File: config.mk
export PLATFORM = sky130hd
export DESIGN_NAME = advertiser_table_with_aging
export DESIGN_NICKNAME = d
export VERILOG_FILES = /design/src/sv/avt_pkg.sv /design/src/sv/avt_entry_ram.sv /design/src/sv/avt_engine.sv /design/src/sv/advertiser_table_with_aging.sv
export VERILOG_INCLUDE_DIRS = /design/src /design/src/sv
export SDC_FILE = /design/constraint.sdc
export NUM_CORES = 2
export LEC_CHECK = 0
export BUFFER_PORTS_ARGS = -buffer_cell sky130_fd_sc_hd__buf_2
export CAP_MARGIN = 30
export CORE_MARGIN = 1.5
export CORE_UTILIZATION = 45
export CTS_CLUSTER_SIZE = 12
export DETAILED_ROUTE_END_ITERATION = 10
export HOLD_SLACK_MARGIN = 0.03
export MAX_ROUTING_LAYER = met4
export PLACE_DENSITY = 0.64
export SLEW_MARGIN = 0
export SYNTH_ARGS = -nofsm -noshare
export SYNTH_HDL_FRONTEND = slang
export SYNTH_HIERARCHICAL = 1
export SYNTH_SLANG_ARGS = --single-unit
export TNS_END_PERCENT = 30
File: constraint.sdc
create_clock -name aclk -period 7.4 [get_ports aclk]
set_clock_uncertainty 0.05 [all_clocks]
set_input_delay 0.74 -clock aclk [delete_from_list [all_inputs] [get_ports aclk]]
set_output_delay 0.74 -clock aclk [all_outputs]
set_load 0.01 [all_outputs]
File: src/sv/advertiser_table_with_aging_assert.svh
// ---------------------------------------------------------------------------
// advertiser table assertion macros
// shared property forms for the advertiser table checks
// ---------------------------------------------------------------------------
`ifndef ADVERTISER_TABLE_WITH_AGING_ASSERT_SVH
`define ADVERTISER_TABLE_WITH_AGING_ASSERT_SVH

// expression holds at every clock edge out of reset
`define AVT_ASSERT_ALWAYS(label, clk, rst_n, expr) \
    label: assert property (@(posedge clk) disable iff (!rst_n) (expr)) \
        else $error("advertiser table check failed");

// consequent holds in the cycle after the antecedent
`define AVT_ASSERT_NEXT(label, clk, rst_n, ante, cons) \
    label: assert property (@(posedge clk) disable iff (!rst_n) (ante) |=> (cons)) \
        else $error("advertiser table check failed");

`endif

File: src/sv/avt_pkg.sv
// ---------------------------------------------------------------------------
// avt_pkg
// types and constants of the advertiser table
// ---------------------------------------------------------------------------
package avt_pkg;

    localparam int          TABLE_ENTRIES_DEF = 32;
    localparam logic [31:0] STALE_AGE_RESET   = 32'd300000;
    localparam int          OUT_CNT_W         = 6;

    typedef enum logic [1:0] {
        KIND_REPORT = 2'd0,
        KIND_SWEEP  = 2'd1,
        KIND_READ   = 2'd2,
        KIND_CLEAR  = 2'd3
    } kind_t;

    typedef enum logic [2:0] {
        ST_UPDATED = 3'd0,
        ST_INSERTED = 3'd1,
        ST_DROPPED = 3'd2,
        ST_SWEPT   = 3'd3,
        ST_READ    = 3'd4,
        ST_CLEARED = 3'd5
    } status_t;

    typedef struct packed {
        kind_t              kind;
        logic [47:0]        address;
        logic signed [7:0]  rssi;
        logic [31:0]        now_ms;
        logic [4:0]         slot;
    } item_t;

    // one table entry as stored in the ram
    typedef struct packed {
        logic [47:0]        addr;
        logic signed [7:0]  strength;
        logic [31:0]        seen;
    } entry_t;

    localparam int ENTRY_W = $bits(entry_t);

    typedef struct packed {
        status_t                status;
        logic [OUT_CNT_W-1:0]   removed;
        logic [OUT_CNT_W-1:0]   occupancy;
        logic                   slot_valid;
        logic [47:0]            slot_address;
        logic signed [7:0]      slot_rssi;
        logic [31:0]            slot_seen_ms;
        logic                   slot_fresh;
    } res_t;

endpackage

File: src/sv/avt_entry_ram.sv
// ---------------------------------------------------------------------------
// avt_entry_ram
// single write port, single registered read port entry store
// ---------------------------------------------------------------------------
module avt_entry_ram
    import avt_pkg::*;
#(
    parameter int DEPTH  = TABLE_ENTRIES_DEF,
    parameter int ADDR_W = 5
) (
    input  logic                aclk,
    input  logic                wr_en,
    input  logic [ADDR_W-1:0]   wr_addr,
    input  entry_t              wr_data,
    input  logic [ADDR_W-1:0]   rd_addr,
    output entry_t              rd_data
);

    entry_t mem [DEPTH];
    entry_t rd_data_reg;

    always_ff @(posedge aclk) begin
        if (wr_en) begin
            mem[wr_addr] <= wr_data;
        end
        rd_data_reg <= mem[rd_addr];
    end

    assign rd_data = rd_data_reg;

endmodule

File: src/sv/avt_engine.sv
// ---------------------------------------------------------------------------
// avt_engine
// per-item sequencer: walks the entry ram for reports and sweeps
// ---------------------------------------------------------------------------
`include "advertiser_table_with_aging_assert.svh"

module avt_engine
    import avt_pkg::*;
#(
    parameter int TABLE_ENTRIES = TABLE_ENTRIES_DEF
) (
    input  logic        aclk,
    input  logic        aresetn,
    input  logic [31:0] stale_age_ms,
    input  logic        in_valid,
    output logic        in_ready,
    input  item_t       in_item,
    output logic        res_valid,
    input  logic        res_ready,
    output res_t        res
);

    localparam int IDX_W = (TABLE_ENTRIES > 1) ? $clog2(TABLE_ENTRIES) : 1;
    localparam int CNT_W = $clog2(TABLE_ENTRIES + 1);
    localparam logic [IDX_W-1:0] LAST_IDX = IDX_W'(TABLE_ENTRIES - 1);

    typedef enum logic [4:0] {
        S_IDLE  = 5'b00001,
        S_SCAN  = 5'b00010,
        S_WRITE = 5'b00100,
        S_READ  = 5'b01000,
        S_DONE  = 5'b10000
    } state_t;

    state_t                     state_reg, state_next;
    item_t                      item_reg, item_next;
    logic [TABLE_ENTRIES-1:0]   used_reg, used_next;
    logic [TABLE_ENTRIES-1:0]   fresh_reg, fresh_next;
    logic [CNT_W-1:0]           occ_reg, occ_next;
    logic [CNT_W-1:0]           removed_reg, removed_next;
    logic [IDX_W-1:0]           scan_idx_reg, scan_idx_next;
    logic                       hit_found_reg, hit_found_next;
    logic [IDX_W-1:0]           hit_idx_reg, hit_idx_next;
    logic                       free_found_reg, free_found_next;
    logic [IDX_W-1:0]           free_idx_reg, free_idx_next;
    logic                       in_range_reg, in_range_next;
    status_t                    status_reg, status_next;
    logic                       slot_valid_reg, slot_valid_next;
    entry_t                     slot_entry_reg, slot_entry_next;
    logic                       slot_fresh_reg, slot_fresh_next;

    logic                       ram_wr_en;
    logic [IDX_W-1:0]           ram_wr_addr;
    entry_t                     ram_wr_data;
    logic [IDX_W-1:0]           ram_rd_addr;
    entry_t                     ram_rd_data;
    logic [31:0]                age;
    logic [IDX_W-1:0]           slot_idx;

    avt_entry_ram #(
        .DEPTH  (TABLE_ENTRIES),
        .ADDR_W (IDX_W)
    ) u_ram (
        .aclk    (aclk),
        .wr_en   (ram_wr_en),
        .wr_addr (ram_wr_addr),
        .wr_data (ram_wr_data),
        .rd_addr (ram_rd_addr),
        .rd_data (ram_rd_data)
    );

    assign age      = item_reg.now_ms - ram_rd_data.seen;
    assign slot_idx = IDX_W'(item_reg.slot);

    always_comb begin
        state_next      = state_reg;
        item_next       = item_reg;
        used_next       = used_reg;
        fresh_next      = fresh_reg;
        occ_next        = occ_reg;
        removed_next    = removed_reg;
        scan_idx_next   = scan_idx_reg;
        hit_found_next  = hit_found_reg;
        hit_idx_next    = hit_idx_reg;
        free_found_next = free_found_reg;
        free_idx_next   = free_idx_reg;
        in_range_next   = in_range_reg;
        status_next     = status_reg;
        slot_valid_next = slot_valid_reg;
        slot_entry_next = slot_entry_reg;
        slot_fresh_next = slot_fresh_reg;

        ram_wr_en       = 1'b0;
        ram_wr_addr     = hit_found_reg ? hit_idx_reg : free_idx_reg;
        ram_wr_data     = '{addr: item_reg.address, strength: item_reg.rssi,
                            seen: item_reg.now_ms};
        ram_rd_addr     = scan_idx_reg;
        in_ready        = 1'b0;
        res_valid       = 1'b0;

        unique case (state_reg)
            S_IDLE: begin
                in_ready = 1'b1;
                if (in_valid) begin
                    item_next       = in_item;
                    removed_next    = '0;
                    hit_found_next  = 1'b0;
                    free_found_next = 1'b0;
                    slot_valid_next = 1'b0;
                    slot_entry_next = '0;
                    slot_fresh_next = 1'b0;
                    unique case (in_item.kind)
                        KIND_REPORT, KIND_SWEEP: begin
                            ram_rd_addr   = '0;
                            scan_idx_next = '0;
                            state_next    = S_SCAN;
                        end
                        KIND_READ: begin
                            ram_rd_addr   = IDX_W'(in_item.slot);
                            in_range_next = (int'(in_item.slot) < TABLE_ENTRIES);
                            state_next    = S_READ;
                        end
                        KIND_CLEAR: begin
                            fresh_next  = '0;
                            status_next = ST_CLEARED;
                            state_next  = S_DONE;
                        end
                        default: begin
                            state_next = S_IDLE;
                        end
                    endcase
                end
            end
            S_SCAN: begin
                // ram data for scan_idx_reg is on the read port now
                ram_rd_addr = (scan_idx_reg == LAST_IDX) ? '0 : scan_idx_reg + 1'b1;
                if (item_reg.kind == KIND_REPORT) begin
                    if (used_reg[scan_idx_reg]) begin
                        if (!hit_found_reg && ram_rd_data.addr == item_reg.address) begin
                            hit_found_next = 1'b1;
                            hit_idx_next   = scan_idx_reg;
                        end
                    end else if (!free_found_reg) begin
                        free_found_next = 1'b1;
                        free_idx_next   = scan_idx_reg;
                    end
                end else begin
                    if (used_reg[scan_idx_reg] && age > stale_age_ms) begin
                        used_next[scan_idx_reg]  = 1'b0;
                        fresh_next[scan_idx_reg] = 1'b0;
                        removed_next             = removed_reg + 1'b1;
                        occ_next                 = occ_reg - 1'b1;
                    end
                    status_next = ST_SWEPT;
                end
                if (scan_idx_reg == LAST_IDX) begin
                    state_next = (item_reg.kind == KIND_REPORT) ? S_WRITE : S_DONE;
                end else begin
                    scan_idx_next = scan_idx_reg + 1'b1;
                end
            end
            S_WRITE: begin
                if (hit_found_reg) begin
                    ram_wr_en               = 1'b1;
                    fresh_next[hit_idx_reg] = 1'b1;
                    status_next             = ST_UPDATED;
                end else if (free_found_reg) begin
                    ram_wr_en                = 1'b1;
                    used_next[free_idx_reg]  = 1'b1;
                    fresh_next[free_idx_reg] = 1'b1;
                    occ_next                 = occ_reg + 1'b1;
                    status_next              = ST_INSERTED;
                end else begin
                    status_next = ST_DROPPED;
                end
                state_next = S_DONE;
            end
            S_READ: begin
                ram_rd_addr     = slot_idx;
                slot_valid_next = in_range_reg && used_reg[slot_idx];
                slot_entry_next = slot_valid_next ? ram_rd_data : '0;
                slot_fresh_next = slot_valid_next && fresh_reg[slot_idx];
                status_next     = ST_READ;
                state_next      = S_DONE;
            end
            S_DONE: begin
                res_valid = 1'b1;
                if (res_ready) begin
                    state_next = S_IDLE;
                end
            end
            default: begin
                state_next = S_IDLE;
            end
        endcase
    end

    always_ff @(posedge aclk) begin
        if (!aresetn) begin
            state_reg <= S_IDLE;
            used_reg  <= '0;
            fresh_reg <= '0;
            occ_reg   <= '0;
        end else begin
            state_reg <= state_next;
            used_reg  <= used_next;
            fresh_reg <= fresh_next;
            occ_reg   <= occ_next;
        end
    end

    always_ff @(posedge aclk) begin
        item_reg       <= item_next;
        removed_reg    <= removed_next;
        scan_idx_reg   <= scan_idx_next;
        hit_found_reg  <= hit_found_next;
        hit_idx_reg    <= hit_idx_next;
        free_found_reg <= free_found_next;
        free_idx_reg   <= free_idx_next;
        in_range_reg   <= in_range_next;
        status_reg     <= status_next;
        slot_valid_reg <= slot_valid_next;
        slot_entry_reg <= slot_entry_next;
        slot_fresh_reg <= slot_fresh_next;
    end

    assign res = '{status:       status_reg,
                   removed:      OUT_CNT_W'(removed_reg),
                   occupancy:    OUT_CNT_W'(occ_reg),
                   slot_valid:   slot_valid_reg,
                   slot_address: slot_entry_reg.addr,
                   slot_rssi:    slot_entry_reg.strength,
                   slot_seen_ms: slot_entry_reg.seen,
                   slot_fresh:   slot_fresh_reg};

    `AVT_ASSERT_ALWAYS(a_occ_tracks_used, aclk, aresetn, $countones(used_reg) == int'(occ_reg))
    `AVT_ASSERT_ALWAYS(a_fresh_only_used, aclk, aresetn, (fresh_reg & ~used_reg) == '0)
    `AVT_ASSERT_NEXT(a_clear_drops_fresh, aclk, aresetn, state_reg == S_IDLE && in_valid && in_item.kind == KIND_CLEAR, fresh_reg == '0)
    `AVT_ASSERT_NEXT(a_sweep_ends_scan, aclk, aresetn, state_reg == S_SCAN && scan_idx_reg == LAST_IDX && item_reg.kind == KIND_SWEEP, state_reg == S_DONE)

endmodule

File: src/sv/advertiser_table_with_aging.sv
// ---------------------------------------------------------------------------
// advertiser_table_with_aging
// table of seen advertisers keyed by 48-bit address, with aging sweep
// ---------------------------------------------------------------------------
// One input transfer gives exactly one result transfer. Items are handled
// one at a time; the cost is set by the walk over the entry ram, which
// reads one slot per cycle through its single registered read port.
// Reports and sweeps walk every slot; reads and clears do not. The result
// sits in an output register, so s_tready comes back as soon as the
// result leaves the engine, even while m_tvalid waits on m_tready.
// stale_age_ms, reset to 300000 ms, is written through cfg_wr_en and
// cfg_wr_data; the user must write it only while the block is idle, which
// the block does not enforce. Valid and fresh marks live in flip-flops
// cleared by reset, so no clearing pass is needed; address, strength and
// time stamp live in the ram.
module advertiser_table_with_aging
    import avt_pkg::*;
#(
    parameter int TABLE_ENTRIES = TABLE_ENTRIES_DEF
) (
    input  logic         aclk,
    input  logic         aresetn,

    // configuration: stale age limit in ms
    input  logic         cfg_wr_en,
    input  logic [31:0]  cfg_wr_data,

    // input items
    input  logic         s_tvalid,
    output logic         s_tready,
    input  logic [95:0]  s_tdata,   // address[47:0], rssi[55:48], now_ms[87:56], slot[92:88]
    input  logic [1:0]   s_tuser,   // kind[1:0]

    // results
    output logic         m_tvalid,
    input  logic         m_tready,
    output logic [103:0] m_tdata,   // removed[5:0], occupancy[11:6], slot_valid[12],
                                    // slot_address[60:13], slot_rssi[68:61],
                                    // slot_seen_ms[100:69], slot_fresh[101]
    output logic [2:0]   m_tuser    // status[2:0]
);

    logic [31:0] stale_age_reg;
    item_t       in_item;
    logic        res_valid;
    logic        res_ready;
    res_t        res;
    logic        m_valid_reg;
    res_t        m_res_reg;

    // age limit register
    always_ff @(posedge aclk) begin
        if (!aresetn) begin
            stale_age_reg <= STALE_AGE_RESET;
        end else if (cfg_wr_en) begin
            stale_age_reg <= cfg_wr_data;
        end
    end

    // unpack the input transfer
    assign in_item = '{kind:    kind_t'(s_tuser),
                       address: s_tdata[47:0],
                       rssi:    s_tdata[55:48],
                       now_ms:  s_tdata[87:56],
                       slot:    s_tdata[92:88]};

    avt_engine #(
        .TABLE_ENTRIES (TABLE_ENTRIES)
    ) u_engine (
        .aclk         (aclk),
        .aresetn      (aresetn),
        .stale_age_ms (stale_age_reg),
        .in_valid     (s_tvalid),
        .in_ready     (s_tready),
        .in_item      (in_item),
        .res_valid    (res_valid),
        .res_ready    (res_ready),
        .res          (res)
    );

    // output register: takes a new result when empty or being drained
    assign res_ready = !m_valid_reg || m_tready;

    always_ff @(posedge aclk) begin
        if (!aresetn) begin
            m_valid_reg <= 1'b0;
        end else if (res_valid && res_ready) begin
            m_valid_reg <= 1'b1;
        end else if (m_tready) begin
            m_valid_reg <= 1'b0;
        end
    end

    always_ff @(posedge aclk) begin
        if (res_valid && res_ready) begin
            m_res_reg <= res;
        end
    end

    // pack the result transfer
    assign m_tvalid = m_valid_reg;
    assign m_tuser  = m_res_reg.status;
    assign m_tdata  = {2'b00,
                       m_res_reg.slot_fresh,
                       m_res_reg.slot_seen_ms,
                       m_res_reg.slot_rssi,
                       m_res_reg.slot_address,
                       m_res_reg.slot_valid,
                       m_res_reg.occupancy,
                       m_res_reg.removed};

endmodule

## Word-level counts from Yosys, hierarchy flattened

Memory sizes are Yosys's and may differ from the RTL's. A register that Yosys moved wholly into a read port is not among the register bits.
Cells that the tools add are included.

- Div/mod/pow operators: 0
- Order comparisons: 8
- $add $sub $neg: 5
- Bitwise operators: 8
- Reductions and logical operators: 32
- Multiplexer cells: 76
- Equal/unequal tests: 25
- Multiply operators: 0
- Shift operators: 0

Operators with widths:

| cell | count |
|---|---|
| $mux 32 | 10 |
| $mux 88 | 2 |
| $pmux 88 s2 | 1 |
| $or 32x32->32 | 3 |
| $pmux 32 s3 | 1 |
| $and 32x32->32 | 2 |
| $pmux 32 s2 | 1 |
| $mux 5 | 10 |
| $eq 48x48->1 | 1 |
| $mux 6 | 7 |
| $gt 32x32->1 | 1 |
| $not 32->32 | 1 |
| $sub 32x32->32 | 1 |
| $pmux 5 s3 | 2 |
| $lt 5x6->1 const B | 4 |
| $pmux 6 s2 | 2 |
| $reduce_and 4->1 | 6 |
| $mux 1 | 21 |
| $pmux 5 s2 | 2 |
| $pmux 5 s4 | 1 |
| $ne 2x2->1 const B | 8 |
| $bmux 1 s5 | 3 |
| $demux 1 s5 | 3 |
| $ge 5x1->1 const B | 3 |
| other kinds (29) | 58 |

- Input port bits: 135
- Memory bits (read-only): 0
- Latch bits: 0
- Output and inout port bits: 109
- Register bits: 424
- Memories: 1
- Bits in writable memories: 2816

Memories:

| name | words | width | read ports | clocked after memory_dff | wr ports | line | RTL |
|---|---|---|---|---|---|---|---|
| u_engine.u_ram.mem | 32 | 88 | 1 | 1 | 1 | avt_entry_ram.sv:19 | `entry_t mem [DEPTH];` |

## Longest topological paths before layout

- Word-level depth: 9
- Mapped depth: 23

## By module

The synthesis kept the hierarchy.

Modules (own cells, without submodules):

| module | area each (um^2) | cells each | instances | seq. area each (um^2) |
|---|---|---|---|---|
| avt_entry_ram | 108796.8 | 5145 | 1 | 86322.8 |
| avt_engine | 15188.3 | 1361 | 1 | 7837.5 |
| advertiser_table_with_aging | 4439.3 | 216 | 1 | 3813.7 |

## Worst setup path before layout

Ideal clock, no wire load.

- Path type: register to register
- Start point: reg u_engine.state_reg[0]
- End point: mem u_engine/u_ram/mem[12][0] (netlist name), enable pin
- Stages on the path, launching flop included: 10
- Library setup time: 0.535 ns
- Arrival: 5.490 ns
- Path slack: 1.325 ns
- Cell sequence: dfxtp_1 nor2_1 and3_1 buf_2 inv_1 buf_2 nor2_1 or3b_2 clkbuf_1 nor2_1

- Cells in the longest elaborated chain, start to end: 4

Ends and longest elaborated chain:

| element | line | RTL |
|---|---|---|
| from (decl) | avt_engine.sv:35 | `state_t state_reg, state_next;` |
| from (signal assigned) | avt_engine.sv:205 | `state_reg <= state_next;` |
| $eq 5x3->1 | avt_engine.sv:101 | `unique case (state_reg)` |
| $mux 1 | avt_engine.sv:101 |  |
| named net u_engine.ram_wr_en | avt_engine.sv:52 | `logic ram_wr_en;` |
| $mux 1 | avt_entry_ram.sv:23 | `if (wr_en) begin` |
| $mux 1 (implied by the code) | avt_entry_ram.sv:24 | `mem[wr_addr] <= wr_data;` |
| to (decl) | avt_entry_ram.sv:19 |  |

The timed path passes the listed nets, and every way through them passes these cells.

## Final worst setup path

- Start point: reg u_engine/item_reg[6] (netlist name)
- End point: reg u_engine.fresh_reg[29]

- Cells in the longest elaborated chain, start to end: 5

Ends and longest elaborated chain:

| element | line | RTL |
|---|---|---|
| from (decl) | avt_engine.sv:36 | `item_t item_reg, item_next;` |
| from (signal assigned) | avt_engine.sv:213 | `item_reg <= item_next;` |
| $sub 32x32->32 | avt_engine.sv:72 | `assign age = item_reg.now_ms - ram_rd_data.seen;` |
| $gt 32x32->1 | avt_engine.sv:148 | `if (used_reg[scan_idx_reg] && age > stale_age_ms) begin` |
| $logic_and 1x1->1 | avt_engine.sv:148 |  |
| $ne 2x1->1 (no line) | n/a |  |
| $reduce_and 6->1 (no line) | n/a |  |
| to (signal assigned) | avt_engine.sv:207 | `fresh_reg <= fresh_next;` |
| to (decl) | avt_engine.sv:38 | `logic [TABLE_ENTRIES-1:0] fresh_reg, fresh_next;` |

Every way passes these cells.
A chain may end at the register's enable or synchronous reset.

==> results.py <==
metrics = {
    "finish": {
        "seq_area_um2": 98000,
        "multi_input_area_um2": 28600,
        "fin_util": 0.523,
        "final_nets": 7520,
        "fillers": 22100,
        "area_growth_pct": 15.3,
        "largest_register_ffs": 2816,
        "layout-drive-gt1-share": 0.187,
    },
    "placed_design": {
        "port_buffers": 238,
        "dp_hpwl_mm": 191,
        "place_congestion": 0.846,
    },
    "synth": {
        "synth.distinct_cells": 83,
        "synth_top_area_frac": 0.732,
        "ys_ff_latch": 3328,
        "synth_cells": 6722,
        "synth-async-reset-ratio": 0,
        "synth_seq_area_share": 0.763,
        "synthTopCellsByArea": "edfxtp_1 73%, mux4_2 6.5%, mux2i_1 5.9%, dfxtp_1 3.1%, a22oi_1 2.9%",
        "yosysWarnings": 6,
        "synthSimpleGateAreaFrac": 0.0312,
        "synth_top_family_by_area": "multiplexers",
        "syn_avg_cell_area_um2": 19.1,
        "synth_flop_cell": "edfxtp_1",
        "synth.area.mux_share": 0.125,
        "synth_largest_area_cell": "edfxtp_1",
        "synth_xor_xnor_area_share": 0.00587,
        "synth_compound_area_frac": 0.0504,
        "synth-adder-area-share": 0.00742,
        "synth_enable_flop_cells": 3132,
        "synth_area_um2": 128000,
    },
    "floorplan": {
        "initial_core_util": 0.454,
        "pin_count": 244,
        "die-area_um2": 289000,
        "rows": 195,
        "die_w_um": 537,
        "core_area_um2": 283000,
        "die_h_um": 537,
    },
    "sta": {
        "finalHoldViolCount": 0,
        "setup_violations": 0,
        "fmax_mhz": 149,
        "grt_setup_unrepaired": "no",
        "period_share": 0.905,
        "relSlewSlack": 0.269,
        "finalMaxSlewViolations": 0,
        "tightest_slew_ns": 1.09,
        "setup_tns_ns": 0,
        "finalWorstPathRequiredPeriod_ns": 6.69,
    },
    "clock_tree": {
        "cts.sinks": 3328,
        "clockRootBuffer": "clkbuf_16",
        "h-tree-depth": 5,
        "cts-buffers-inserted": 347,
        "insertion_delay_ns": 0.94,
        "clockBufferDepth": 4,
        "clk_pin_slew_ns": 0.06,
        "post_cts_resized": 0,
        "cts_tree": "yes",
    },
    "drt": {
        "drt-pass1-iter-count": 7,
        "vias": 69100,
        "drt.antenna.violating_nets": 0,
        "wl_per_cell_um": 31.4,
        "drc": 0,
        "drt_iter0_markers": 8731,
        "wirelength_mm": 356,
        "vias_per_cell": 6.08,
    },
    "grt": {
        "antenna_found_initial": 19,
        "overflow": 0,
        "grt_usage": 0.251,
        "grt_pass1_vias": 67000,
        "grt_max_degree": 103,
        "grt_pass1_wl_mm": 499,
    },
    "setup_path": {
        "r2r-start": "u_engine/item_reg[6]",
        "crit_fanout": 35,
        "crit_chain": "fa_1, a211oi_1, or3_1, nand4_1, a2111oi_1, o21ai_1, a31oi_1, nor3_1, nor4_1, ha_1, nand4_1, nor2_1, a221o_1, a211o_1, nor3_1, or3_1, buf_4, o311ai_1, o21ai_0",
        "reg2regPathDepth": 19,
        "rrSetupSlack_ns": 0.71,
        "worstSetupEndpointType": "flop",
        "cpPeakStageDelay_ns": 0.79,
        "slowest_stage": "edfxtp_1",
        "critPathLaunchType": "flop",
        "critical_path.top_delay_family": "compound AO/OA/AOI/OAI gates",
        "crit_type": "reg -> reg",
        "crit_buf_inv": 1,
        "arrival_ns": 7.46,
        "r2r_end": "u_engine/fresh_reg[29]",
        "critPathRequiredTime_ns": 8.17,
    },
    "outcome": {
        "outcome": "completed",
    },
    "power_and_ir_drop": {
        "p_leak_uw": 0.0486,
        "peakVddDrop_mv": 0.279,
        "power.density_nw_per_um2": 370,
    },
    "min_path": {
        "min-delay-start": "s_tdata[73]",
        "worstHoldPathCells": 1,
        "min_path_type": "in -> reg",
        "hold_end": "u_engine/item_reg[22]",
    },
    "job": {
        "drv_cap": 0,
    },
}
[metal layers]
layer | GRT usage | share of wire | wire length, µm | vias to the layer above
li1 | - | - | - | 28600
met1 | 0.348 | 0.41 | 145000 | 36300
met2 | 0.391 | 0.48 | 170000 | 3502
met3 | 0.0359 | 0.088 | 31200 | 606
met4 | 0.0683 | 0.028 | 9930 | 0
met5 | - | 0 | 0 | -
[where the power goes]
| group | switching, µW | leakage (µW) | internal [µW] |
|---|---|---|---|
| Combinational | 9140 | 0.0135 | 5630 |
| Sequential | 912 | 0.0299 | 22500 |
| Clock | 7190 | 0.00522 | 9420 |
| Total | 17200 | 0.0486 | 37600 |
[repair_timing]
action / CTS / global route
hold buffers: 114 / 0
buffers inserted: 0 / 4
endpoints found under the hold margin: 114 / 0
setup endpoints to repair: 0 / 6
[cell families after synthesis]
kind of cell	count (synthesis)
AOI/OAI and AO/OA	897
xor gates and xnor gates	86
adders and majority gates	75
buffers and inverters	453
DFF	3328
muxes	1133
other	1
and+or+nand+nor	749
[worst reg2reg max path: cells and delay by family (launching register included)]
family / cells / cell delay, ns
simple gates: 8 / 1.63
flops: 1 / 0.79
fa+ha+maj: 2 / 0.98
buf+inv: 1 / 0.36
compound gates: 8 / 2.79
[synth_stat cells (10+ instances only)]
library cell	count
mux4_2	373
nor3_1	26
nand3b_1	10
a21oi_1	89
a22oi_1	501
and2_1	105
o221a_2	14
edfxtp_1	3132
nand2_1	75
o311ai_1	17
nor2_1	126
xnor2_1	38
xor2_1	48
a21o_1	12
nand3_1	191
buf_2	135
buf_4	32
o21ai_0	69
a22o_1	51
a31oi_1	62
inv_1	86
o311ai_0	13
and3_1	23
clkbuf_1	152
ha_1	73
dfxtp_1	196
nand2b_1	13
nand4_1	63
nor2b_1	54
mux2i_1	756
buf_1	17
buf_6	23
nor4_1	13
[how the worst max path moves through the flow]
stage                           from                         to  slack (ns)  cells past startpoint
3_3_place_gp    u_engine/item_reg[8]      u_engine/used_reg[27]        0.57                     18
6_report        u_engine/item_reg[6]     u_engine/fresh_reg[29]        0.71                     19
2_1_floorplan  u_engine/state_reg[0]  u_engine/u_ram/mem[12][0]        1.32                      9
3_5_place_dp    u_engine/item_reg[6]      u_engine/used_reg[27]        0.66                     18
5_1_grt         u_engine/item_reg[6]     u_engine/fresh_reg[23]        0.13                     19
4_1_cts         u_engine/item_reg[6]      u_engine/used_reg[19]        0.66                     18
[per-stage QoR]
step | setup WS [ns] | cells | total power, µW | hold WS [ns] | instance area, µm²
after global placement | 0.573 | 10500 | 38000 | 0.351 | 135000
final | 0.705 | 11400 | 54800 | 0.0623 | 148000
after CTS | 0.658 | 11300 | 54900 | 0.0311 | 147000
after detailed placement | 0.657 | 10600 | 38300 | 0.355 | 136000
after floorplan | 1.32 | 6723 | 33100 | 0.350 | 128000
after global routing | 0.131 | 11300 | 56800 | 0.0398 | 148000
[cell type report]
| cell class | count | area share |
|---|---|---|
| antenna | 19 | 0.000321 |
| clock buffer | 524 | 0.0657 |
| clock inverter | 106 | 0.00762 |
| inverter | 87 | 0.00227 |
| multi-input combinational | 2942 | 0.193 |
| sequential | 3328 | 0.662 |
| tap | 3743 | 0.0316 |
| timing repair buffer | 604 | 0.0373 |
[cell usage in the layout (no fill, tap or decap), types with 19 or more instances in the layout]
| master | n |
|---|---|
| nand3_1 | 191 |
| a21oi_1 | 88 |
| nand4_1 | 63 |
| ha_1 | 73 |
| xor2_1 | 48 |
| clkinv_2 | 24 |
| edfxtp_1 | 3132 |
| and3_1 | 22 |
| mux2i_1 | 756 |
| buf_16 | 29 |
| nor2_4 | 35 |
| inv_1 | 85 |
| diode_2 | 19 |
| a22oi_1 | 501 |
| xnor2_1 | 38 |
| nor2b_1 | 43 |
| nor2_1 | 89 |
| nand2_1 | 70 |
| clkinv_1 | 41 |
| mux4_2 | 373 |
| dlygate4sd3_1 | 114 |
| a31oi_1 | 62 |
| clkbuf_8 | 32 |
| a22o_1 | 51 |
| and2_1 | 102 |
| clkbuf_16 | 350 |
| buf_12 | 56 |
| buf_2 | 242 |
| nor3_1 | 26 |
| clkbuf_1 | 143 |
| dfxtp_1 | 196 |
| buf_4 | 159 |
| o21ai_0 | 69 |
Note: power is estimated with default switching activity, not from simulation.
